--- src/rtl/core/bm3_queue.sv ---
// Two-entry queue used between the front and back ends and on the result side.
`timescale 1ns / 1ps
module bm3_queue #(
  parameter int WIDTH = 2
) (
  input  logic             clk,
  input  logic             rst_n,
  input  logic             push,
  input  logic [WIDTH-1:0] wdata,
  output logic             full,
  input  logic             pop,
  output logic [WIDTH-1:0] rdata,
  output logic             empty
);

  logic [WIDTH-1:0] slot_r [2];
  logic             wp_r, wp_nxt;
  logic             rp_r, rp_nxt;
  logic [1:0]       cnt_r, cnt_nxt;
  logic             do_push, do_pop;

  assign full    = (cnt_r == 2'd2);
  assign empty   = (cnt_r == 2'd0);
  assign do_push = push && !full;
  assign do_pop  = pop && !empty;
  assign rdata   = slot_r[rp_r];

  always_comb begin
    wp_nxt  = do_push ? ~wp_r : wp_r;
    rp_nxt  = do_pop ? ~rp_r : rp_r;
    cnt_nxt = cnt_r;
    case ({do_push, do_pop})
      2'b10:   cnt_nxt = cnt_r + 2'd1;
      2'b01:   cnt_nxt = cnt_r - 2'd1;
      default: cnt_nxt = cnt_r;
    endcase
  end

  always_ff @(posedge clk) begin
    if (!rst_n) begin
      wp_r  <= 1'b0;
      rp_r  <= 1'b0;
      cnt_r <= 2'd0;
    end else begin
      wp_r  <= wp_nxt;
      rp_r  <= rp_nxt;
      cnt_r <= cnt_nxt;
    end
  end

  always_ff @(posedge clk) begin
    if (do_push) begin
      slot_r[wp_r] <= wdata;
    end
  end

  a_count_bound: assert property (@(posedge clk) disable iff (!rst_n)
    cnt_r != 2'd3)
    else $error("queue occupancy beyond two entries");

endmodule

--- config.mk ---
export PLATFORM = sky130hd
export DESIGN_NAME = bm3_queue
export DESIGN_NICKNAME = d
export VERILOG_FILES = /design/src/rtl/core/bm3_queue.sv
export SDC_FILE = /design/constraint.sdc
export NUM_CORES = 1
export LEC_CHECK = 0
export ABC_CLOCK_PERIOD_IN_PS = 1700
export BUFFER_PORTS_ARGS = -buffer_cell sky130_fd_sc_hd__buf_2
export CAP_MARGIN = 10
export CELL_PAD_IN_SITES_DETAIL_PLACEMENT = 0
export CELL_PAD_IN_SITES_GLOBAL_PLACEMENT = 1
export CORE_AREA = 2 2 39 41
export CTS_CLUSTER_SIZE = 24
export DETAILED_ROUTE_END_ITERATION = 10
export DIE_AREA = 0 0 41 43
export HOLD_SLACK_MARGIN = 0.1
export PLACE_DENSITY = 0.6
export SLEW_MARGIN = 20
export SYNTH_ARGS = -nofsm -noshare
export SYNTH_HDL_FRONTEND = slang
export SYNTH_SLANG_ARGS = --single-unit
--- constraint.sdc ---
create_clock -name clk -period 1.7 [get_ports clk]
set_clock_uncertainty 0.05 [all_clocks]
set_input_delay 0.255 -clock clk [delete_from_list [all_inputs] [get_ports clk]]
set_output_delay 0.255 -clock clk [all_outputs]
set_load 0.05 [all_outputs]
==> run_results.csv <==
group,metric,value,unit
placement,dp_hpwl,500,um
cells_and_area,fill_cells,140,
cts,cts-htree-levels,1,
synth,syn_nets,39,
cts,cts_made_buffers,3,
timing,rsz0062_at_grt,"false",
synth,synth_top_cell_by_area,"edfxtp_1",
grt,gr-total-overflow,0,
timing,fin_crit_sh,93.9,%
placement,place_congestion,0.741,
min_path,hold_path_class,"input pin to flip-flop",
setup_path,setup.worst_path.class,"flip-flop to flip-flop",
cts,cts_root_buf,"clkbuf_4",
routing,via_per_inst,4.34,
floorplan,fp.dieArea,1760,um2
setup_path,path_delay_family,"simple AND/OR/NAND/NOR gates",
cts,cts_tree,"yes",
cts,postCtsHoldBufs,0,
floorplan,start_util,27.4,%
grt,grt_max_degree,6,
setup_path,cp.depth,5,
timing,relSlewSlack,83.5,%
routing,dr_total_vias,265,
synth,synth.most_common_cell,"dfxtp_1",
synth,synth_area,379,um2
outcome,status,"finished, final reports clean",
cts,clk_pin_slew_worst_paths,60,ps
synth,synthTopCellsByCount,"dfxtp_1 (5), edfxtp_1 (4), xnor2_1 (3)",
synth,ys.flop_type,"dfxtp_1",
cells_and_area,fin_nets,53,
floorplan,coreArea,1380,um2
routing,drt_iter0_drc,5,
floorplan,die_h,43,um
setup_path,crit_fanout,5,
cells_and_area,areaGrowthSynthToFinish,24.1,%
grt,grt_pass1_vias,255,
routing,routedWlPerCell,10.1,um
timing,drv_slew,0,
setup_path,crit_arrival,1740,ps
timing,hold_violations,0,
grt,grt_pass1_wl,966,um
cells_and_area,antenna_cells,0,
cts,cts.sinks,9,
synth,synth_cell_types,17,
synth,synth_seq_cells,9,
synth,async_flop_share,0,%
routing,drc_errors,0,
cts,ctsResizeCount,0,
synth,yosys-top-cells-area,"edfxtp_1 (32%), dfxtp_1 (26%), xnor2_1 (6.9%)",
synth,ys_warn_count,0,
setup_path,cpPeakStageDelay,420,ps
routing,first_pass_iters,3,
synth,netlist.area_leader.share,31.7,%
synth,syn-instance-count,32,
synth,synth-edff-count,4,
cells_and_area,drive_above_1_share,35.6,%
pwr,irDropWorstVdd,589,uV
min_path,whs_path_depth,1,
timing,tns,0,ps
setup_path,slowest_stage,"dfxtp_1",
timing,worst_pin_slew,249,ps
routing,wirelength,616,um
setup_path,r2r_cells,5,
pwr,power.density,1950,nW/um2
timing,fmax,627,MHz
setup_path,path_buf_inv,0,
floorplan,rows,14,
placement,port_buffers,9,
floorplan,die_w,41,um
timing,setup_viol_count_final,0,
cts,worstSkewPairLatency,260,ps
setup_path,r2r_setup_slack,100,ps
setup_path,crit_chain,"nand2b_2, nand2_1, ha_1, or3_1, a21boi_1",
cts,post_cts.repair.setup_buffers,0,
synth,syn_avg_cell_area,11.8,um2
pwr,p_leak,0.201,nW
grt,grt_usage,8.61,%
synth,ys_seq_area_share,58.1,%
run,drv_cap,0,
grt,antenna_found_initial,0,
cts,clockBufferDepth,2,
setup_path,critPathRequiredTime,1840,ps
timing,finalCriticalPeriod,1600,ps
setup_path,startpoint_type,"flip-flop",
pwr,total_power,0.919,mW
routing,drtAntennaViolNets,0,
setup_path,cp-end-kind,"flip-flop",
floorplan,ios,10,
==> logic make-up (layout without fill, tap and decap cells) <==
group                    count (synthesis)  count (layout)  synth area share [%]
flip-flops                               9               9                  58.1
AND/OR/NAND/NOR                          9               9                  14.2
AO/OA/AOI/OAI                            5               5                  8.58
XOR/XNOR                                 3               3                  6.93
buffers and inverters                    3              16                  2.97
multiplexers                             2               2                  5.94
adder cells (fa/ha/maj)                  1               1                  3.30
==> layout by cell type, fill, tap and decap left out, drive strengths merged <==
master	instances
ha	1
a21boi	2
inv	3
xnor2	3
nand2	1
and2	1
or3	2
nor2b	2
nand2b	1
clkbuf	4
o21ai	2
o21a	1
mux2	2
nor2	1
buf	9
dfxtp	5
edfxtp	4
and3	1
==> cell type report <==
class / count / area (um2) / area share (%)
Clock buffer: 4 / 26.3 / 5.59
Inverter: 3 / 11.3 / 2.39
Multi-Input combinational cell: 20 / 148 / 31.4
Sequential cell: 9 / 220 / 46.8
Tap cell: 16 / 20.0 / 4.26
Timing Repair Buffer: 9 / 45.0 / 9.57
==> where the power goes <==
part           internal, mW  switching, mW
registers             0.289         0.0500
logic                 0.153          0.265
clock network        0.0902         0.0712
==> through the flow <==
stage | hold WS [ps] | cells | util, % | setup WS (ps) | instance area, um2
floorplan | 304 | 32 | - | 212 | 379
global placement | 396 | 57 | 32.1 | 185 | 444
detailed placement | 398 | 57 | 32.1 | 108 | 444
CTS | 131 | 61 | 34.0 | 90.4 | 470
global route | 134 | 61 | 34.0 | 29.1 | 470
finish | 135 | 61 | 34.0 | 104 | 470
==> final timing paths <==
check,end,from
min,slot_r[1][1],wdata[1]
max,cnt_r[1],cnt_r[0]
max reg2reg,cnt_r[1],cnt_r[0]
min reg2reg,wp_r,wp_r
==> routing by layer <==
layer | routed length (um) | global-route usage, % | vias to the layer above
li1 | - | - | 136
met1 | 260 | 8.28 | 120
met2 | 305 | 14.1 | 7
met3 | 32 | 3.14 | 2
met4 | 18 | 6.00 | 0
met5 | 0 | 0 | -
Note: power is estimated with default switching activity, not from simulation.
