==> src/rtl/core/bm3_pkg.sv <==
// Shared types and constants for the 3x3 binary morphology core.
`timescale 1ns / 1ps
package bm3_pkg;

  localparam int BM3_MAX_WIDTH  = 1024;
  localparam int BM3_MAX_HEIGHT = 1024;

  localparam int CFG_DATA_W  = 11;
  localparam int CFG_INDEX_W = 2;

  localparam logic [CFG_DATA_W-1:0] SIZE_RESET = CFG_DATA_W'(1024);

  typedef enum logic [CFG_INDEX_W-1:0] {
    REG_IMAGE_WIDTH  = 2'd0,
    REG_IMAGE_HEIGHT = 2'd1,
    REG_FILTER_MODE  = 2'd2
  } reg_index_t;

  typedef enum logic [1:0] {
    MODE_DILATE = 2'd0,
    MODE_ERODE  = 2'd1,
    MODE_OPEN   = 2'd2,
    MODE_CLOSE  = 2'd3
  } mode_t;

  // What the back end does with one queued request.
  typedef enum logic {
    CMD_PIXEL = 1'b0,  // push a pixel into the first stage
    CMD_FLUSH = 1'b1   // push a zero filler into the second stage
  } cmd_kind_t;

  typedef struct packed {
    cmd_kind_t kind;
    logic      pixel;
  } cmd_t;

endpackage

==> src/rtl/core/bm3_front.sv <==
// Front end: accepts pixels, drops in-frame padding, classifies requests for the back end.
`timescale 1ns / 1ps
module bm3_front import bm3_pkg::*; #(
  parameter int MAX_WIDTH  = BM3_MAX_WIDTH,
  parameter int MAX_HEIGHT = BM3_MAX_HEIGHT
) (
  input  logic                               clk,
  input  logic                               rst_n,
  input  logic                               cfg_restart,
  input  logic [$clog2(MAX_WIDTH + 1)-1:0]   w,
  input  logic [$clog2(MAX_HEIGHT + 1)-1:0]  h,
  input  logic                               two,
  input  logic                               in_push,
  input  logic                               in_pixel,
  input  logic                               in_padding,
  output logic                               in_full,
  output logic                               cmd_push,
  output cmd_t                               cmd,
  input  logic                               cmd_full
);

  localparam int AW = (MAX_WIDTH > 1) ? $clog2(MAX_WIDTH) : 1;
  localparam int WW = $clog2(MAX_WIDTH + 1);
  localparam int RW = $clog2(MAX_HEIGHT + 3);

  logic [RW-1:0] row_r, row_nxt;
  logic [AW-1:0] col_r, col_nxt;
  logic [WW-1:0] fill_r, fill_nxt;
  logic          accept;
  logic          in_frame;
  logic          s1_busy;
  logic          s1_end;
  logic          col_wrap;
  logic          frame_end;

  assign in_full = cmd_full;
  assign accept  = in_push && !cmd_full;

  always_comb begin
    in_frame  = 32'(row_r) < 32'(h);
    s1_end    = (32'(row_r) == 32'(h) + 32'd1) && (col_r == '0);
    s1_busy   = (32'(row_r) <= 32'(h)) || s1_end;
    col_wrap  = (32'(col_r) + 32'd1) >= 32'(w);
    row_nxt   = row_r;
    col_nxt   = col_r;
    fill_nxt  = fill_r;
    cmd_push  = 1'b0;
    cmd.kind  = CMD_PIXEL;
    cmd.pixel = 1'b0;
    frame_end = 1'b0;
    if (accept) begin
      if (in_frame && in_padding) begin
        // drop: padding before the frame is complete changes nothing
      end else if (s1_busy) begin
        cmd_push  = 1'b1;
        cmd.pixel = in_frame && in_pixel;
        if (col_wrap) begin
          col_nxt = '0;
          row_nxt = row_r + RW'(1);
        end else begin
          col_nxt = col_r + AW'(1);
        end
        if (!two && s1_end) begin
          frame_end = 1'b1;
        end
      end else if (two) begin
        cmd_push = 1'b1;
        cmd.kind = CMD_FLUSH;
        if (32'(fill_r) == 32'(w)) begin
          frame_end = 1'b1;
        end else begin
          fill_nxt = fill_r + WW'(1);
        end
      end else begin
        frame_end = 1'b1;
      end
    end
    if (frame_end || cfg_restart) begin
      row_nxt  = '0;
      col_nxt  = '0;
      fill_nxt = '0;
    end
  end

  always_ff @(posedge clk) begin
    if (!rst_n) begin
      row_r  <= '0;
      col_r  <= '0;
      fill_r <= '0;
    end else begin
      row_r  <= row_nxt;
      col_r  <= col_nxt;
      fill_r <= fill_nxt;
    end
  end

endmodule

==> config.mk <==
export PLATFORM = sky130hd
export DESIGN_NAME = bm3_front
export DESIGN_NICKNAME = d
export VERILOG_FILES = /design/src/rtl/core/bm3_pkg.sv /design/src/rtl/core/bm3_front.sv
export SDC_FILE = /design/constraint.sdc
export NUM_CORES = 1
export LEC_CHECK = 0
export BUFFER_PORTS_ARGS = -buffer_cell sky130_fd_sc_hd__buf_2
export CORE_UTILIZATION = 50
export CTS_CLUSTER_SIZE = 24
export DETAILED_ROUTE_END_ITERATION = 8
export PLACE_DENSITY = 0.7
export SLEW_MARGIN = 10
export SYNTH_ARGS = -nofsm -noshare
export SYNTH_HDL_FRONTEND = slang
export SYNTH_SLANG_ARGS = --single-unit
==> constraint.sdc <==
create_clock -name clk -period 10.82 [get_ports clk]
set_clock_uncertainty 0.1 [all_clocks]
set_input_delay 1.623 -clock clk [delete_from_list [all_inputs] [get_ports clk]]
set_output_delay 1.623 -clock clk [all_outputs]
set_load 0.03 [all_outputs]
==> impl_metrics.csv <==
group,metric,value,unit
synth,synth_most_common_cell,"sky130_fd_sc_hd__a21oi_1",
critical_path,timing.critical_path.from_type,"input port",
cells_and_area,nNetsFinal,473,
job,max_cap_violation_count,0,
global_route,grt_pass1_wl,12900,um
power,power.share.clock,37.5,%
critical_path,critical_path_rt,9.10,ns
power,sw_frac_of_total,28.4,%
synth,yosys.area.top_type_share,21.1,%
global_route,globalRouteOverflowTotal,0,
synth,postSynthNetCount,449,
min_path,hold_path.class,"flip-flop to flip-flop",
critical_path,worst_path_most_repeated_cell,"sky130_fd_sc_hd__buf_2",
outcome,status,"finished, final reports clean",
floorplanning,dieArea,0.00639,mm^2
synth,synth.mux.area_fraction,0,%
synth,async_reset_ff_share,0,%
global_route,grt_util_all_layers,25.7,%
critical_path,critical-path-slowest-cell,"sky130_fd_sc_hd__a21boi_0",
floorplanning,ioPinCount,34,
placement,gp_congestion,0.853,
power,power_per_cell_area,74.1,mW/mm^2
floorplanning,initial_core_util,51.6,%
power,power.leakage,1.28,nW
timing,clock.fmax,0.177,GHz
cts,setup_bufs_post_cts,0,
critical_path,critical_path_arrival,3.92,ns
synth,synthXorXnorAreaFrac,8.85,%
cts,clk_pin_slew_worst_paths,0.07,ns
cts,worstSkewPairLatency,0.29,ns
routing,drt-pass1-iter-count,4,
critical_path,critPathKind,"input port to primary output",
cts,cts-hold-fix-buffers,0,
synth,synth_top_family_by_area,"simple AND/OR/NAND/NOR gates",
synth,synth_enable_flop_cells,0,
critical_path,end_kind,"primary output",
timing,grt_setup_unrepaired,"false",
synth,synth_compound_gate_area_share,25.2,%
timing,finalCriticalPeriod,5.64,ns
cells_and_area,number_of_cells_in_the_finished_layout_apart_from_fillers,492,
critical_path,crit_path_max_incr_delay,0.35,ns
critical_path,critPathTopFamily,"compound AO/OA/AOI/OAI gates",
cts,clock_sinks,32,
synth,post_synth_and_or_nand_nor_area_fraction,27.0,%
synth,syn_area_per_cell,7.75,um^2
synth,synthesis.yosys.warnings,0,
global_route,via_count_of_the_first_global_routing_pass,2839,
power,power.sequential.fraction,47.7,%
power,vdd_ir_drop_max,0.0461,mV
synth,post_synth_inst_count,392,
cts,htree_levels,2,
timing,drv_slew,0,
timing,hold_viol,0,
timing,timing.max_slew.rel_slack,56.2,%
critical_path,critical_path.cell_chain,"buf_2, inv_1, ha_1, nand2_1, o21ai_0, o21bai_1, a21boi_0, o21a_1, buf_4, a21oi_1, buf_2",
synth,ranking_of_synthesized_cells_by_area,"sky130_fd_sc_hd__dfxtp_1 (21%), sky130_fd_sc_hd__ha_1 (11%), sky130_fd_sc_hd__xnor2_1 (6.3%)",
cts,clock_root_buffer_master,"sky130_fd_sc_hd__clkbuf_8",
routing,final_antenna_net_count,0,
synth,synth_top_cells_by_count,"sky130_fd_sc_hd__a21oi_1 (38), sky130_fd_sc_hd__dfxtp_1 (32), sky130_fd_sc_hd__ha_1 (27)",
synth,synth-seq-area-share,21.1,%
cts,cts_max_path_buffers,2,
synth,cell_type_with_the_largest_total_area_after_synthesis,"sky130_fd_sc_hd__dfxtp_1",
floorplanning,row_count,28,
cells_and_area,drive_above_1_share,14.1,%
critical_path,crit_fanout,41,
synth,postSynthRegisterBits,32,
floorplanning,core_area,0.00589,mm^2
power,comb_power_share,14.8,%
routing,dr_total_vias,3058,
placement,place_hpwl,5620,um
synth,postSynth.topFlopCell,"sky130_fd_sc_hd__dfxtp_1",
synth,ys_types,57,
synth,synth_fa_ha_area_share,11.1,%
critical_path,critPathBufInv,4,
timing,accumulated_negative_setup_slack,0,ns
timing,period_share,52.2,%
timing,worst_max_slew_pin_slew,0.651,ns
floorplanning,die_h,80.0,um
cts,tritoncts.num_buffers,5,
routing,routed_via_density,6.22,
placement,io_buffers,33,
power,p_int,0.177,mW
floorplanning,die-width,80.0,um
routing,drc,0,
global_route,antenna_violations_before_repair,0,
cts,post_cts_resized,0,
placement,dpl.cell_count,484,
cts,cts_tree,"built",
synth,mappedNetlistArea,0.00304,mm^2
routing,detail_route.wl_per_cell,15.4,um
routing,violation_count_after_the_first_detailed_route_iteration,148,
power,switching_power,0.0704,mW
cells_and_area,final_antenna_diode_count,0,
timing,report.final.setup_viol,0,
cells_and_area,syn2layout_area_growth,9.80,%
global_route,grt_start_max_net_pins,42,
routing,detail_route.wirelength,7570,um
[cell families (layout without fill, tap and decap cells)]
kind of cell               after synthesis  count (layout)
AOI/OAI and AO/OA                      112             112
xor gates and xnor gates                29              29
adders and majority gates               27              27
buffers and inverters                   48              73
DFF                                     32              32
and+or+nand+nor                        144             144
[placed cells by master, fill, tap and decap left out, drive strengths merged, types with 18 or more instances in the layout]
master / n
a21oi: 38
buf: 39
dfxtp: 32
ha: 27
inv: 26
nand2: 22
nand3: 19
nand4: 24
o31ai: 22
or4: 18
xnor2: 22
[state kept, by name, indices dropped and copies added (netlist names)]
signal,cells
row_r,11
col_r,10
fill_r,11
[tightest hold or removal path, delay by kind of cell, from the launching register on]
kind | cells | cell delay [ns]
flops | 1 | 0.34
compound gates | 2 | 0.13
[path summary, 6_finish.rpt]
path | from | end | slack [ns] | depth (start not counted)
min reg2reg | fill_r[9]$_SDFFE_PP0P_ | fill_r[9]$_SDFFE_PP0P_ | 0.41 | 2
min | fill_r[9]$_SDFFE_PP0P_ | fill_r[9]$_SDFFE_PP0P_ | 0.41 | 2
max reg2reg | col_r[0]$_SDFFE_PP0P_ | col_r[6]$_SDFFE_PP0P_ | 7.43 | 12
max | h[6] | cmd_push | 5.18 | 11
[layout make-up]
type | instances | area [um^2]
fillers | 584 | 2550
multi-input cells | 312 | 2210
flip-flops and latches | 32 | 641
repair buffers | 39 | 210
inverters | 26 | 97.6
well taps | 75 | 93.8
clock buffers | 5 | 68.8
clock inverters | 3 | 18.8
[routing by layer]
layer  wire length, um  up-vias  GRT usage, %  part of all wire [%]
li1                  -     1553             -                     -
met5                 0        -             0                     0
met2              3720       60          45.9                    49
met4               141        0          7.68                   1.9
met3               270       11          4.34                   3.6
met1              3440     1434          31.1                    45
[through the flow]
step                      hold WS, ns  total power, mW  instance area [um^2]  util [%]  worst slack (ns)
after floorplan                 0.367            0.143                  3040         -              5.35
final                           0.413            0.247                  3340      56.7              5.18
after CTS                       0.415            0.250                  3340      56.7              5.18
after detailed placement        0.404            0.157                  3250      55.2              5.20
after global routing            0.447            0.259                  3340      56.7              4.99
after global placement          0.394            0.156                  3250      55.2              5.17
[power by group through the flow]
stage / Combinational (mW) / Sequential [mW] / Clock, mW
3_3_place_gp: 0.0359 / 0.121 / 0
4_1_cts: 0.0366 / 0.118 / 0.0956
6_report: 0.0367 / 0.118 / 0.0928
5_1_grt: 0.0410 / 0.118 / 0.0998
3_5_place_dp: 0.0363 / 0.121 / 0
2_1_floorplan: 0.0229 / 0.121 / 0
No activity file was read; power rests on OpenSTA's default activity.
